`src/design/spa_pkg.sv`:
```
// Types, constants and helpers for the sparse polynomial adder.
// No dependencies.
package spa_pkg;

    localparam int COEF_W        = 32;
    localparam int EXPON_W       = 16;
    localparam int MODE_W        = 2;
    localparam int MAX_TERMS_DEF = 32;

    localparam logic [MODE_W-1:0] MODE_FIRST  = 2'd0;
    localparam logic [MODE_W-1:0] MODE_SECOND = 2'd1;
    localparam logic [MODE_W-1:0] MODE_MERGE  = 2'd2;

    typedef struct packed {
        logic signed [COEF_W-1:0] coef;
        logic [EXPON_W-1:0]       expon;
    } t_term;

    typedef struct packed {
        logic signed [COEF_W-1:0] sum_coef;
        logic [EXPON_W-1:0]       sum_expon;
        logic                     last;
        logic                     empty_res;
        logic                     overflow;
    } t_res;

    typedef enum logic {
        ST_IDLE,
        ST_MERGE
    } t_state;

    function automatic logic signed [COEF_W-1:0] sat_add(
        input logic signed [COEF_W-1:0] a,
        input logic signed [COEF_W-1:0] b
    );
        logic signed [COEF_W:0] s;
        s = {a[COEF_W-1], a} + {b[COEF_W-1], b};
        if (s[COEF_W] != s[COEF_W-1]) begin
            sat_add = s[COEF_W] ? {1'b1, {(COEF_W-1){1'b0}}} : {1'b0, {(COEF_W-1){1'b1}}};
        end else begin
            sat_add = s[COEF_W-1:0];
        end
    endfunction

endpackage

```
`src/design/spa_if.sv`:
```
// Request and result channel interfaces for the sparse polynomial adder.
// Depends on spa_pkg.
interface spa_in_if
    import spa_pkg::*;
();
    logic                     valid;
    logic                     ready;
    logic [MODE_W-1:0]        mode;
    logic signed [COEF_W-1:0] coef;
    logic [EXPON_W-1:0]       expon;

    modport source (output valid, output mode, output coef, output expon, input ready);
    modport sink   (input valid, input mode, input coef, input expon, output ready);
endinterface

interface spa_out_if
    import spa_pkg::*;
();
    logic                     valid;
    logic                     ready;
    logic signed [COEF_W-1:0] sum_coef;
    logic [EXPON_W-1:0]       sum_expon;
    logic                     last;
    logic                     empty_res;
    logic                     overflow;

    modport source (output valid, output sum_coef, output sum_expon, output last,
                    output empty_res, output overflow, input ready);
    modport sink   (input valid, input sum_coef, input sum_expon, input last,
                    input empty_res, input overflow, output ready);
endinterface

```
`src/design/spa_term_mem.sv`:
```
// Term store: one write port, one read port with registered read data.
// Depends on spa_pkg.
module spa_term_mem
    import spa_pkg::*;
#(
    parameter int DEPTH = MAX_TERMS_DEF,
    parameter int IDX_W = (DEPTH > 1) ? $clog2(DEPTH) : 1
) (
    input  logic             i_clk,
    input  logic             i_we,
    input  logic [IDX_W-1:0] i_waddr,
    input  t_term            i_wdata,
    input  logic [IDX_W-1:0] i_raddr,
    output t_term            o_rdata
);

    t_term mem [DEPTH];
    t_term r_rdata;

    always_ff @(posedge i_clk) begin
        if (i_we) begin
            mem[i_waddr] <= i_wdata;
        end
    end

    always_ff @(posedge i_clk) begin
        r_rdata <= mem[i_raddr];
    end

    assign o_rdata = r_rdata;

endmodule

```
`src/design/sparse_polynomial_add_top.sv`:
```
// Sparse polynomial adder: two term stores loaded one term per cycle while idle, then merged.
// Load requests are taken back to back. Merge request: one step per cycle while the output
// is not stalled, no request taken meanwhile.
// Reset clears term counts, drop flag, merge control and output valid; stores are not cleared.
// Depends on spa_pkg, spa_if and spa_term_mem.
module sparse_polynomial_add_top
    import spa_pkg::*;
#(
    parameter int MAX_TERMS = MAX_TERMS_DEF
) (
    input  logic      i_clk,
    input  logic      i_rst_n,
    spa_in_if.sink    i_req,
    spa_out_if.source o_res
);

    localparam int CNT_W = $clog2(MAX_TERMS + 1);
    localparam int IDX_W = (MAX_TERMS > 1) ? $clog2(MAX_TERMS) : 1;
    localparam logic [CNT_W-1:0] FULL = CNT_W'(MAX_TERMS);
    localparam logic [CNT_W-1:0] ONE  = CNT_W'(1);

    t_state           r_state, n_state;
    logic [CNT_W-1:0] r_cnt_a, n_cnt_a, r_cnt_b, n_cnt_b;
    logic [CNT_W-1:0] r_ptr_a, n_ptr_a, r_ptr_b, n_ptr_b;
    logic             r_dropped, n_dropped;
    logic             r_pend_valid, n_pend_valid;
    t_term            r_pend, n_pend;
    logic             r_out_valid, n_out_valid;
    t_res             r_out, n_out;

    logic  req_acc, can_push, a_live, b_live, merge_done;
    logic  we_a, we_b, nt_valid;
    t_term wr_term, rd_a, rd_b, nt;
    logic signed [COEF_W-1:0] s_coef;

    assign i_req.ready = (r_state == ST_IDLE);
    assign req_acc     = i_req.valid && i_req.ready;
    assign can_push    = !r_out_valid || o_res.ready;
    assign a_live      = r_ptr_a < r_cnt_a;
    assign b_live      = r_ptr_b < r_cnt_b;
    assign merge_done  = (r_state == ST_MERGE) && can_push && !a_live && !b_live;
    assign s_coef      = sat_add(rd_a.coef, rd_b.coef);
    assign wr_term     = '{coef: i_req.coef, expon: i_req.expon};

    spa_term_mem #(.DEPTH(MAX_TERMS), .IDX_W(IDX_W)) u_mem_a (
        .i_clk   (i_clk),
        .i_we    (we_a),
        .i_waddr (r_cnt_a[IDX_W-1:0]),
        .i_wdata (wr_term),
        .i_raddr (n_ptr_a[IDX_W-1:0]),
        .o_rdata (rd_a)
    );

    spa_term_mem #(.DEPTH(MAX_TERMS), .IDX_W(IDX_W)) u_mem_b (
        .i_clk   (i_clk),
        .i_we    (we_b),
        .i_waddr (r_cnt_b[IDX_W-1:0]),
        .i_wdata (wr_term),
        .i_raddr (n_ptr_b[IDX_W-1:0]),
        .o_rdata (rd_b)
    );

    always_comb begin
        n_state = r_state;
        case (r_state)
            ST_IDLE: begin
                if (req_acc && i_req.mode == MODE_MERGE) begin
                    n_state = ST_MERGE;
                end
            end
            ST_MERGE: begin
                if (merge_done) begin
                    n_state = ST_IDLE;
                end
            end
            default: n_state = ST_IDLE;
        endcase
    end

    always_comb begin
        n_cnt_a      = r_cnt_a;
        n_cnt_b      = r_cnt_b;
        n_ptr_a      = r_ptr_a;
        n_ptr_b      = r_ptr_b;
        n_dropped    = r_dropped;
        n_pend_valid = r_pend_valid;
        n_pend       = r_pend;
        n_out_valid  = r_out_valid && !o_res.ready;
        n_out        = r_out;
        we_a         = 1'b0;
        we_b         = 1'b0;
        nt_valid     = 1'b0;
        nt           = rd_a;
        case (r_state)
            ST_IDLE: begin
                if (req_acc) begin
                    case (i_req.mode)
                        MODE_FIRST: begin
                            if (r_cnt_a == FULL) begin
                                n_dropped = 1'b1;
                            end else begin
                                we_a    = 1'b1;
                                n_cnt_a = r_cnt_a + ONE;
                            end
                        end
                        MODE_SECOND: begin
                            if (r_cnt_b == FULL) begin
                                n_dropped = 1'b1;
                            end else begin
                                we_b    = 1'b1;
                                n_cnt_b = r_cnt_b + ONE;
                            end
                        end
                        default: ;
                    endcase
                end
            end
            ST_MERGE: begin
                if (can_push) begin
                    if (a_live && b_live) begin
                        if (rd_a.expon == rd_b.expon) begin
                            nt_valid = (s_coef != '0);
                            nt       = '{coef: s_coef, expon: rd_a.expon};
                            n_ptr_a  = r_ptr_a + ONE;
                            n_ptr_b  = r_ptr_b + ONE;
                        end else if (rd_a.expon < rd_b.expon) begin
                            nt_valid = 1'b1;
                            nt       = rd_b;
                            n_ptr_b  = r_ptr_b + ONE;
                        end else begin
                            nt_valid = 1'b1;
                            nt       = rd_a;
                            n_ptr_a  = r_ptr_a + ONE;
                        end
                    end else if (a_live) begin
                        nt_valid = 1'b1;
                        nt       = rd_a;
                        n_ptr_a  = r_ptr_a + ONE;
                    end else if (b_live) begin
                        nt_valid = 1'b1;
                        nt       = rd_b;
                        n_ptr_b  = r_ptr_b + ONE;
                    end else begin
                        n_out_valid = 1'b1;
                        if (r_pend_valid) begin
                            n_out = '{sum_coef: r_pend.coef, sum_expon: r_pend.expon,
                                      last: 1'b1, empty_res: 1'b0, overflow: r_dropped};
                        end else begin
                            n_out = '{sum_coef: '0, sum_expon: '0,
                                      last: 1'b1, empty_res: 1'b1, overflow: r_dropped};
                        end
                        n_pend_valid = 1'b0;
                        n_cnt_a      = '0;
                        n_cnt_b      = '0;
                        n_ptr_a      = '0;
                        n_ptr_b      = '0;
                        n_dropped    = 1'b0;
                    end
                    if (nt_valid) begin
                        if (r_pend_valid) begin
                            n_out_valid = 1'b1;
                            n_out = '{sum_coef: r_pend.coef, sum_expon: r_pend.expon,
                                      last: 1'b0, empty_res: 1'b0, overflow: r_dropped};
                        end
                        n_pend       = nt;
                        n_pend_valid = 1'b1;
                    end
                end
            end
            default: ;
        endcase
    end

    always_ff @(posedge i_clk) begin
        if (!i_rst_n) begin
            r_state      <= ST_IDLE;
            r_cnt_a      <= '0;
            r_cnt_b      <= '0;
            r_ptr_a      <= '0;
            r_ptr_b      <= '0;
            r_dropped    <= 1'b0;
            r_pend_valid <= 1'b0;
            r_out_valid  <= 1'b0;
        end else begin
            r_state      <= n_state;
            r_cnt_a      <= n_cnt_a;
            r_cnt_b      <= n_cnt_b;
            r_ptr_a      <= n_ptr_a;
            r_ptr_b      <= n_ptr_b;
            r_dropped    <= n_dropped;
            r_pend_valid <= n_pend_valid;
            r_out_valid  <= n_out_valid;
        end
    end

    always_ff @(posedge i_clk) begin
        r_pend <= n_pend;
        r_out  <= n_out;
    end

    assign o_res.valid     = r_out_valid;
    assign o_res.sum_coef  = r_out.sum_coef;
    assign o_res.sum_expon = r_out.sum_expon;
    assign o_res.last      = r_out.last;
    assign o_res.empty_res = r_out.empty_res;
    assign o_res.overflow  = r_out.overflow;

endmodule

```
`src/flat_wrapper.sv`:
```
// flat-port wrapper written by rule: the top's interface ports become plain ports
module sparse_polynomial_add_top_flat import spa_pkg::*;
#(
    parameter int MAX_TERMS = MAX_TERMS_DEF
)
  (i_clk, i_rst_n, i_req_valid, i_req_mode, i_req_coef, i_req_expon, i_req_ready, o_res_valid, o_res_sum_coef, o_res_sum_expon, o_res_last, o_res_empty_res, o_res_overflow, o_res_ready);
  spa_in_if i_req_i ();
  spa_out_if o_res_i ();
  input  logic i_clk;
  input  logic i_rst_n;
  input wire logic [$bits(i_req_i.valid)-1:0] i_req_valid;
  input wire logic [$bits(i_req_i.mode)-1:0] i_req_mode;
  input wire logic [$bits(i_req_i.coef)-1:0] i_req_coef;
  input wire logic [$bits(i_req_i.expon)-1:0] i_req_expon;
  output wire logic [$bits(i_req_i.ready)-1:0] i_req_ready;
  output wire logic [$bits(o_res_i.valid)-1:0] o_res_valid;
  output wire logic [$bits(o_res_i.sum_coef)-1:0] o_res_sum_coef;
  output wire logic [$bits(o_res_i.sum_expon)-1:0] o_res_sum_expon;
  output wire logic [$bits(o_res_i.last)-1:0] o_res_last;
  output wire logic [$bits(o_res_i.empty_res)-1:0] o_res_empty_res;
  output wire logic [$bits(o_res_i.overflow)-1:0] o_res_overflow;
  input wire logic [$bits(o_res_i.ready)-1:0] o_res_ready;
  assign i_req_i.valid = i_req_valid;
  assign i_req_i.mode = i_req_mode;
  assign i_req_i.coef = i_req_coef;
  assign i_req_i.expon = i_req_expon;
  assign i_req_ready = i_req_i.ready;
  assign o_res_valid = o_res_i.valid;
  assign o_res_sum_coef = o_res_i.sum_coef;
  assign o_res_sum_expon = o_res_i.sum_expon;
  assign o_res_last = o_res_i.last;
  assign o_res_empty_res = o_res_i.empty_res;
  assign o_res_overflow = o_res_i.overflow;
  assign o_res_i.ready = o_res_ready;
  sparse_polynomial_add_top #(.MAX_TERMS(MAX_TERMS)) u_core (.i_clk(i_clk), .i_rst_n(i_rst_n), .i_req(i_req_i), .o_res(o_res_i));
endmodule
```
`config.mk`:
```
export PLATFORM = sky130hd
export DESIGN_NAME = sparse_polynomial_add_top_flat
export DESIGN_NICKNAME = d
export VERILOG_FILES = /design/src/design/spa_pkg.sv /design/src/design/spa_if.sv /design/src/design/spa_term_mem.sv /design/src/design/sparse_polynomial_add_top.sv /design/src/flat_wrapper.sv
export SDC_FILE = /design/constraint.sdc
export NUM_CORES = 2
export LEC_CHECK = 0
export BUFFER_PORTS_ARGS = -buffer_cell sky130_fd_sc_hd__buf_2
export CORE_ASPECT_RATIO = 1.1
export CORE_UTILIZATION = 29
export DETAILED_ROUTE_END_ITERATION = 8
export GPL_ROUTABILITY_DRIVEN = 0
export PLACE_DENSITY_LB_ADDON = 0.3
export SLEW_MARGIN = 0
export SYNTH_ARGS = -nofsm -noshare
export SYNTH_HDL_FRONTEND = slang
export SYNTH_HIERARCHICAL = 1
export SYNTH_SLANG_ARGS = --single-unit
```
`constraint.sdc`:
```
create_clock -name i_clk -period 17.5 [get_ports i_clk]
set_clock_uncertainty 0.15 [all_clocks]
set_input_delay 1.75 -clock i_clk [delete_from_list [all_inputs] [get_ports i_clk]]
set_output_delay 1.75 -clock i_clk [all_outputs]
set_load 0.05 [all_outputs]
```
# ---- Yosys cells after proc, flatten, opt, wreduce, memory -nomap -nowiden
# Memories as Yosys holds them, arrays and structs flattened. A register that Yosys moved wholly into a read port is not among the register bits.
# Cells that the tools add are included.
dict set report classes {
  n_addsub 5
  order_cmp 3
  eq_ne 25
  n_mux 77
  bitwise_logic 1
  reduce_logical 22
}
# cell count
set op_table {}
lappend op_table {{51-bit 2-to-1 mux} 6}
lappend op_table {{48-bit 2-to-1 mux} 5}
lappend op_table {{6-bit 2-to-1 mux} 20}
lappend op_table {{32-bit 2-to-1 mux} 2}
lappend op_table {{1-bit 2-to-1 mux} 35}
lappend op_table {{32-bit by 32-bit adder with 33-bit output} 1}
lappend op_table {{32-bit nonzero test} 1}
lappend op_table {{2-bit != test, second input constant} 13}
lappend op_table {{6-bit by 1-bit adder with 6-bit output, second input constant} 4}
lappend op_table {{6-bit one-hot mux with 2 select lines} 2}
lappend op_table {{5-bit 2-to-1 mux} 4}
lappend op_table {{16-bit == test} 1}
lappend op_table {{16-bit < comparator} 1}
lappend op_table {{3-bit != test, second input constant} 5}
lappend op_table {{7-bit AND reduction} 2}
lappend op_table {{6-bit == test, second input constant} 2}
lappend op_table {{6-bit < comparator} 2}
lappend op_table {{4-bit AND reduction} 2}
lappend op_table {{8-bit AND reduction} 1}
lappend op_table {{1-bit logical AND} 7}
lappend op_table {{1-bit one-hot mux with 2 select lines} 3}
lappend op_table {{5-bit AND reduction} 1}
lappend op_table {{1-bit logical NOT} 4}
lappend op_table {{3-bit by 2-bit != test with 1-bit output, second input constant} 1}
lappend op_table {{8 further kinds} 8}
dict set report totals {
  regBits 127
  ram_bits 3072
  in_bits 54
  out_inout_bits 53
  elab_cells 152
  n_memories 2
}
# memory words word_bits rd rd_clocked_by_memory_dff write_ports line_no
set memory_table {}
lappend memory_table {u_core.u_mem_a.mem 32 48 1 1 1 spa_term_mem.sv:17} ;# t_term mem [DEPTH];
lappend memory_table {u_core.u_mem_b.mem 32 48 1 1 1 spa_term_mem.sv:17}

# ---- Longest topological paths before layout
dict set report depth {
  word_depth 11
  mapped_depth 21
  mapped_depth_nobuf 17
}

# ---- By module
# The synthesis kept the hierarchy.
# mod n_inst cells_each area_per_inst_um2 seq_area_each_um2
set modules_own_cells {}
lappend modules_own_cells {spa_term_mem 2 3364 60724.5 47085.2}
lappend modules_own_cells {sparse_polynomial_add_top 1 1150 9800.6 3533.4}

# ---- Worst setup path after synthesis
# Ideal clock, no wire load.
dict set report synth_timing {
  path_type {reg-to-reg}
  from {reg, netlist name u_core/u_mem_a/o_rdata[33]}
  to {reg u_core/r_pend[0] in the netlist's numbering, enable pin}
  arrival_ns 6.028
  t_required_ns 16.837
  path_slack_ns 10.808
  stages_incl_launch_ff 14
  synth_period_minus_slack_ns 6.692
  cell_sequence {dfxtp_1 -> ha_1 -> buf_2 -> a21oi_2 -> o21ai_1 -> a2111oi_4 -> o31ai_4 -> nor2_1 -> nor2_1 -> a21boi_1 -> a21o_1 -> nor3_2 -> buf_2 -> nor3_1}
}
dict set report synth_via {
  elab_chain_cells 9
}
# item line_no
set synth_lines {}
lappend synth_lines {{32-bit by 32-bit adder with 33-bit output *} spa_pkg.sv:37} ;# s = {a[COEF_W-1], a} + {b[COEF_W-1], b};
lappend synth_lines {{32-bit 2-to-1 mux / 1-bit != test (equally long branches)} {spa_pkg.sv:39, spa_pkg.sv:38}}
lappend synth_lines {{32-bit 2-to-1 mux *} spa_pkg.sv:38} ;# if (s[COEF_W] != s[COEF_W-1]) begin
lappend synth_lines {{32-bit nonzero test *} sparse_polynomial_add_top.sv:122} ;# nt_valid = (s_coef != '0);
lappend synth_lines {{1-bit 2-to-1 mux *} sparse_polynomial_add_top.sv:121} ;# if (rd_a.expon == rd_b.expon) begin
lappend synth_lines {{1-bit 2-to-1 mux *} sparse_polynomial_add_top.sv:120} ;# if (a_live && b_live) begin
lappend synth_lines {{1-bit 2-to-1 mux *} sparse_polynomial_add_top.sv:119} ;# if (can_push) begin
lappend synth_lines {{1-bit 2-to-1 mux *} sparse_polynomial_add_top.sv:94} ;# case (r_state)
lappend synth_lines {{3-bit AND reduction (no line) *} n/a}
lappend synth_lines {{to (signal assigned)} sparse_polynomial_add_top.sv:197} ;# r_pend <= n_pend;
lappend synth_lines {{to (decl)} sparse_polynomial_add_top.sv:27} ;# t_term r_pend, n_pend;
# Every way passes the cells marked *; elsewhere a longest branch is shown, timed or not. The select of a mux whose other input is x is not followed.
# A chain may end at the register's enable or synchronous reset.

# ---- Worst setup path after layout
dict set report layout_timing {
  from {reg, netlist name u_core/u_mem_b/o_rdata[1]}
  to {reg, netlist name u_core/u_mem_b/o_rdata[7]}
}
dict set report layout_via {
  elab_chain_cells 6
}
# item line_no
set layout_lines {}
lappend layout_lines {{16-bit < comparator} sparse_polynomial_add_top.sv:126} ;# end else if (rd_a.expon < rd_b.expon) begin
lappend layout_lines {{6-bit 2-to-1 mux} sparse_polynomial_add_top.sv:126}
lappend layout_lines {{6-bit 2-to-1 mux *} sparse_polynomial_add_top.sv:121}
lappend layout_lines {{6-bit 2-to-1 mux *} sparse_polynomial_add_top.sv:120}
lappend layout_lines {{5-bit 2-to-1 mux *} sparse_polynomial_add_top.sv:119}
lappend layout_lines {{5-bit 2-to-1 mux *} sparse_polynomial_add_top.sv:94}
lappend layout_lines {{named net u_core.n_ptr_b[0]} sparse_polynomial_add_top.sv:24} ;# logic [CNT_W-1:0] r_ptr_a, n_ptr_a, r_ptr_b, n_ptr_b;
# Mark *: on every way through the listed nets, which the timed path passes. The rest lies on a longest branch. The select of a mux whose other input is x is not followed.

==> summary.txt <==
CTS resizes: 0
Avg WL per Cell: 28.0 microns
Largest net degree at the start of global routing: 139
Hold wc startpoint: u_core/r_ptr_b[5]
CTS sink count: 3,295
Multiplexer area fraction after synthesis: 0.118
1st-iter DRT viols: 7,968
Area delta synth->final: 14.2%
Final net count: 8,200
Remaining DRCs: 0
Clock buffer count from CTS: 340
Post-Synth Simple-Gate Area: 0.0412
Achievable Freq: 127 MHz
Vias per cell: 5.14
Critical path capture point type: register
Final Max Tran Viols: 0
CTS tree: built
Vias in the first global route: 72,600
Data arrival, critical path: 8.41 ns
Initial antenna violation count: 40
Total GRT Usage: 0.171
Worst Path Max Fanout: 125
Hold endpoint: u_core/r_ptr_b[5]
Count of final hold-check violations: 0
Crit path cell chain: inv_1 -> ha_1 -> nor2b_1 -> o21a_1 -> o21a_1 -> o21ai_0 -> a211oi_1 -> a311oi_1 -> a211oi_1 -> nand2b_1 -> buf_4 -> or3_1 -> nand2_4 -> buf_12 -> buf_4 -> buf_12 -> mux2i_1 -> a22oi_1 -> a31oi_1 -> nand3_1
Reg2Reg Launch Point: u_core/u_mem_b/o_rdata[1]
Die X: 643 microns
Power Density: 111 mW/mm^2
Root Driver: clkbuf_16
Crit path kind: reg -> reg
Synth Area in Compound Gates: 0.0662
Peak VDD IR: 0.0000764 V
Worst slew margin: 0.131
Setup Fix Bufs, Post-CTS: 0
Hpwl dp: 214,000 microns
Worst hold path type: reg -> reg
Final Setup Violations: 0
XOR/XNOR share of the synthesized area: 0.00174
Drt total wl: 402,000 microns
CORE AREA: 0.450 sq mm
Total gr overflow: 0
Die area: 0.455 sq mm
Routed Antenna Nets: 0
Initial core utilization: 0.292
Clk buf depth: 4
Main combinational cell family by area after synthesis: multiplexers
Via Count: 73,800
Reg2Reg Setup Slack: 9.61 ns
Max incr delay on CP: 0.73 ns
Leakage: 44.8 nW
RSZ-0062 raised after global routing: false
Final worst path period share: 0.451
Max-Cap Viols: 0
Rows: 258
Setup TNS: 0 ns
CTS H-tree lvls: 5
First-pass GRT wire length: 557,000 microns
Hold path cells: 2
Synth unique cells: 87
Post-synth EDFFs: 3,171
Reg2reg end: u_core/u_mem_b/o_rdata[7]
Critical Path Slowest Stage Cell: buf_4
Worst-Margin Slew: 1.30 ns
Mapped Nets: 7,997
Prevailing post-synth register cell: edfxtp_1
DRT Pass-1 Iters: 6
Clk slew on worst S/H paths: 0.06 ns
Post-synthesis adder-cell area fraction: 0.00625
#FFs+latches synth: 3,295
Die H: 708 microns
Synthesized area: 0.131 sq mm
Ys async rst share: 0
Tmin final: 7.89 ns
Min Hold Slack: 0.358 ns
Post-cts hold buffer count: 0
Post-synthesis sequential area ratio: 0.744
Syn avg cell area: 16.7 sq um
Top Ports: 107
Worst Path Buf+Inv: 5
Required time of the worst setup path: 18.01 ns
PortBufs: 106
R2R depth: 20
CP Launch Type: register
Layout cells sized above 1: 0.112
Yosys warns: 6
Status: completed
Clk Latency, worst-skew pair: 0.93 ns
Worst path top cell family by delay: buffers and inverters
Syn Inst Count: 7,878
synthesized netlist by cell type, types with 5 or more instances:
cell,count,area share
or3_1,14,0.00067
a22o_1,197,0.013
a311oi_1,13,0.00087
o22ai_1,52,0.0025
a31oi_1,103,0.0049
buf_2,106,0.0040
nor2_1,126,0.0036
xnor2_1,16,0.0011
buf_4,78,0.0045
nand4_1,13,0.00062
buf_1,18,0.00051
nor2b_1,5,0.00024
a21oi_1,363,0.014
inv_1,48,0.0014
or2_2,7,0.00033
a21o_1,20,0.0011
o21ai_1,15,0.00057
a211oi_1,27,0.0015
ha_1,64,0.0061
nand3b_1,12,0.00069
xor2_1,10,0.00067
nor3_1,115,0.0044
a22oi_1,293,0.017
and2_1,18,0.00086
o211a_1,5,0.00038
a221o_1,12,0.00092
nand3_1,324,0.012
dfxtp_1,124,0.019
clkbuf_1,156,0.0045
nand2_1,499,0.014
and4_1,6,0.00040
o21ai_0,57,0.0022
o211ai_1,32,0.0018
buf_6,85,0.0073
nor4_1,9,0.00043
o31ai_1,6,0.00034
o21a_1,14,0.00080
a211o_1,6,0.00040
edfxtp_1,3171,0.73
or3b_2,6,0.00040
mux2i_1,1539,0.12
nand2b_1,12,0.00057
and3_1,5,0.00024
state kept, by name, summed over array words and instances, names as in the netlist:
name,count
u_core/o_res.sum_expon,16
u_core/o_res.empty_res,1
u_core/u_mem_b/o_rdata,48
u_core/u_mem_a/mem,1536
u_core/r_state,1
u_core/r_cnt_a,6
u_core/o_res.valid,1
u_core/r_dropped,1
u_core/r_pend_valid,1
u_core/r_ptr_a,6
u_core/r_cnt_b,6
u_core/o_res.last,1
u_core/o_res.overflow,1
u_core/u_mem_b/mem,1536
u_core/o_res.sum_coef,32
u_core/u_mem_a/o_rdata,48
u_core/r_pend,48
u_core/r_ptr_b,6
cell families (layout without fill, tap and decap cells):
logic type | after synthesis | in the layout
multiplexers | 1541 | 1541
flip-flops | 3295 | 3295
AND/OR/NAND/NOR | 1190 | 1190
adder cells (fa/ha/maj) | 65 | 65
other | 0 | 20
AO/OA/AOI/OAI | 1264 | 1264
buffers and inverters | 497 | 980
XOR/XNOR | 26 | 26
through the flow:
step	setup WS, ns	utilization	std cells	power [W]	area (sq um)
floorplan	10.81	-	7878	0.00926	131000
global placement	9.43	0.309	13700	0.00954	139000
detailed placement	9.37	0.309	13700	0.00955	139000
CTS	9.52	0.333	14300	0.0168	150000
global route	9.24	0.333	14300	0.0171	150000
finish	9.61	0.333	14400	0.0167	150000
cell type report:
| class | instances | area (sq um) |
|---|---|---|
| Fill cell | 42700 | 300000 |
| Sequential cell | 3295 | 97700 |
| Multi-Input combinational cell | 4086 | 31200 |
| Clock buffer | 442 | 9260 |
| Tap cell | 5980 | 7480 |
| Timing Repair Buffer | 309 | 2170 |
| Clock inverter | 180 | 1890 |
| Inverter | 49 | 184 |
| Antenna cell | 20 | 50.0 |
tightest hold or removal path, delay by kind of cell (launching register included):
| family | cells | cell delay [ns] |
|---|---|---|
| flip-flops | 1 | 0.33 |
| AO/OA/AOI/OAI | 2 | 0.13 |
worst max-delay path by stage:
stage                                from                        end  depth (start not counted)  slack, ns
5_1_grt         u_core/u_mem_b/o_rdata[1]  u_core/u_mem_b/o_rdata[7]                         20       9.24
2_1_floorplan  u_core/u_mem_a/o_rdata[33]           u_core/r_pend[0]                         13      10.81
3_5_place_dp                  o_res_ready  u_core/u_mem_b/o_rdata[7]                         16       9.37
4_1_cts         u_core/u_mem_b/o_rdata[1]  u_core/u_mem_b/o_rdata[7]                         20       9.52
6_report        u_core/u_mem_b/o_rdata[1]  u_core/u_mem_b/o_rdata[7]                         20       9.61
3_3_place_gp                  o_res_ready  u_core/u_mem_b/o_rdata[7]                         16       9.43
routing by layer:
| metal | up-vias | global-route usage | part of all wire | wire length [microns] |
|---|---|---|---|---|
| met5 | - | 0 | 0.000052 | 21 |
| met4 | 4 | 0.0455 | 0.028 | 11400 |
| met3 | 624 | 0.0312 | 0.073 | 29500 |
| met2 | 2710 | 0.285 | 0.48 | 192000 |
| met1 | 38900 | 0.228 | 0.42 | 169000 |
| li1 | 31600 | - | - | - |
placed cells by master, fill, tap and decap left out, drive strengths merged, types with 13 or more instances in the layout:
| cell | Yosys | layout |
|---|---|---|
| clkinv | 0 | 124 |
| o22ai | 52 | 52 |
| nand4 | 13 | 13 |
| mux2i | 1539 | 1539 |
| nand3 | 324 | 324 |
| and2 | 18 | 18 |
| a31oi | 103 | 103 |
| or3 | 14 | 14 |
| buf | 291 | 309 |
| a22o | 197 | 197 |
| a22oi | 293 | 293 |
| a211oi | 29 | 29 |
| xnor2 | 16 | 16 |
| ha | 64 | 64 |
| edfxtp | 3171 | 3171 |
| a311oi | 13 | 13 |
| o21a | 14 | 14 |
| bufinv | 0 | 33 |
| a21o | 20 | 20 |
| o211ai | 35 | 35 |
| inv | 49 | 66 |
| dfxtp | 124 | 124 |
| a21oi | 365 | 365 |
| nor3 | 117 | 117 |
| clkbuf | 157 | 442 |
| nor2 | 127 | 127 |
| nand2 | 500 | 500 |
| o21ai | 73 | 73 |
| diode | 0 | 20 |
power by group:
group	switching (W)	leakage [nW]	internal (W)	total, W
Clock	0.00303	5.48	0.00423	0.00726
Sequential	0.0000324	29.6	0.00868	0.00872
Combinational	0.000482	9.76	0.000196	0.000678
Total	0.00354	44.8	0.0131	0.0167
(Power assumes the default switching activity.)
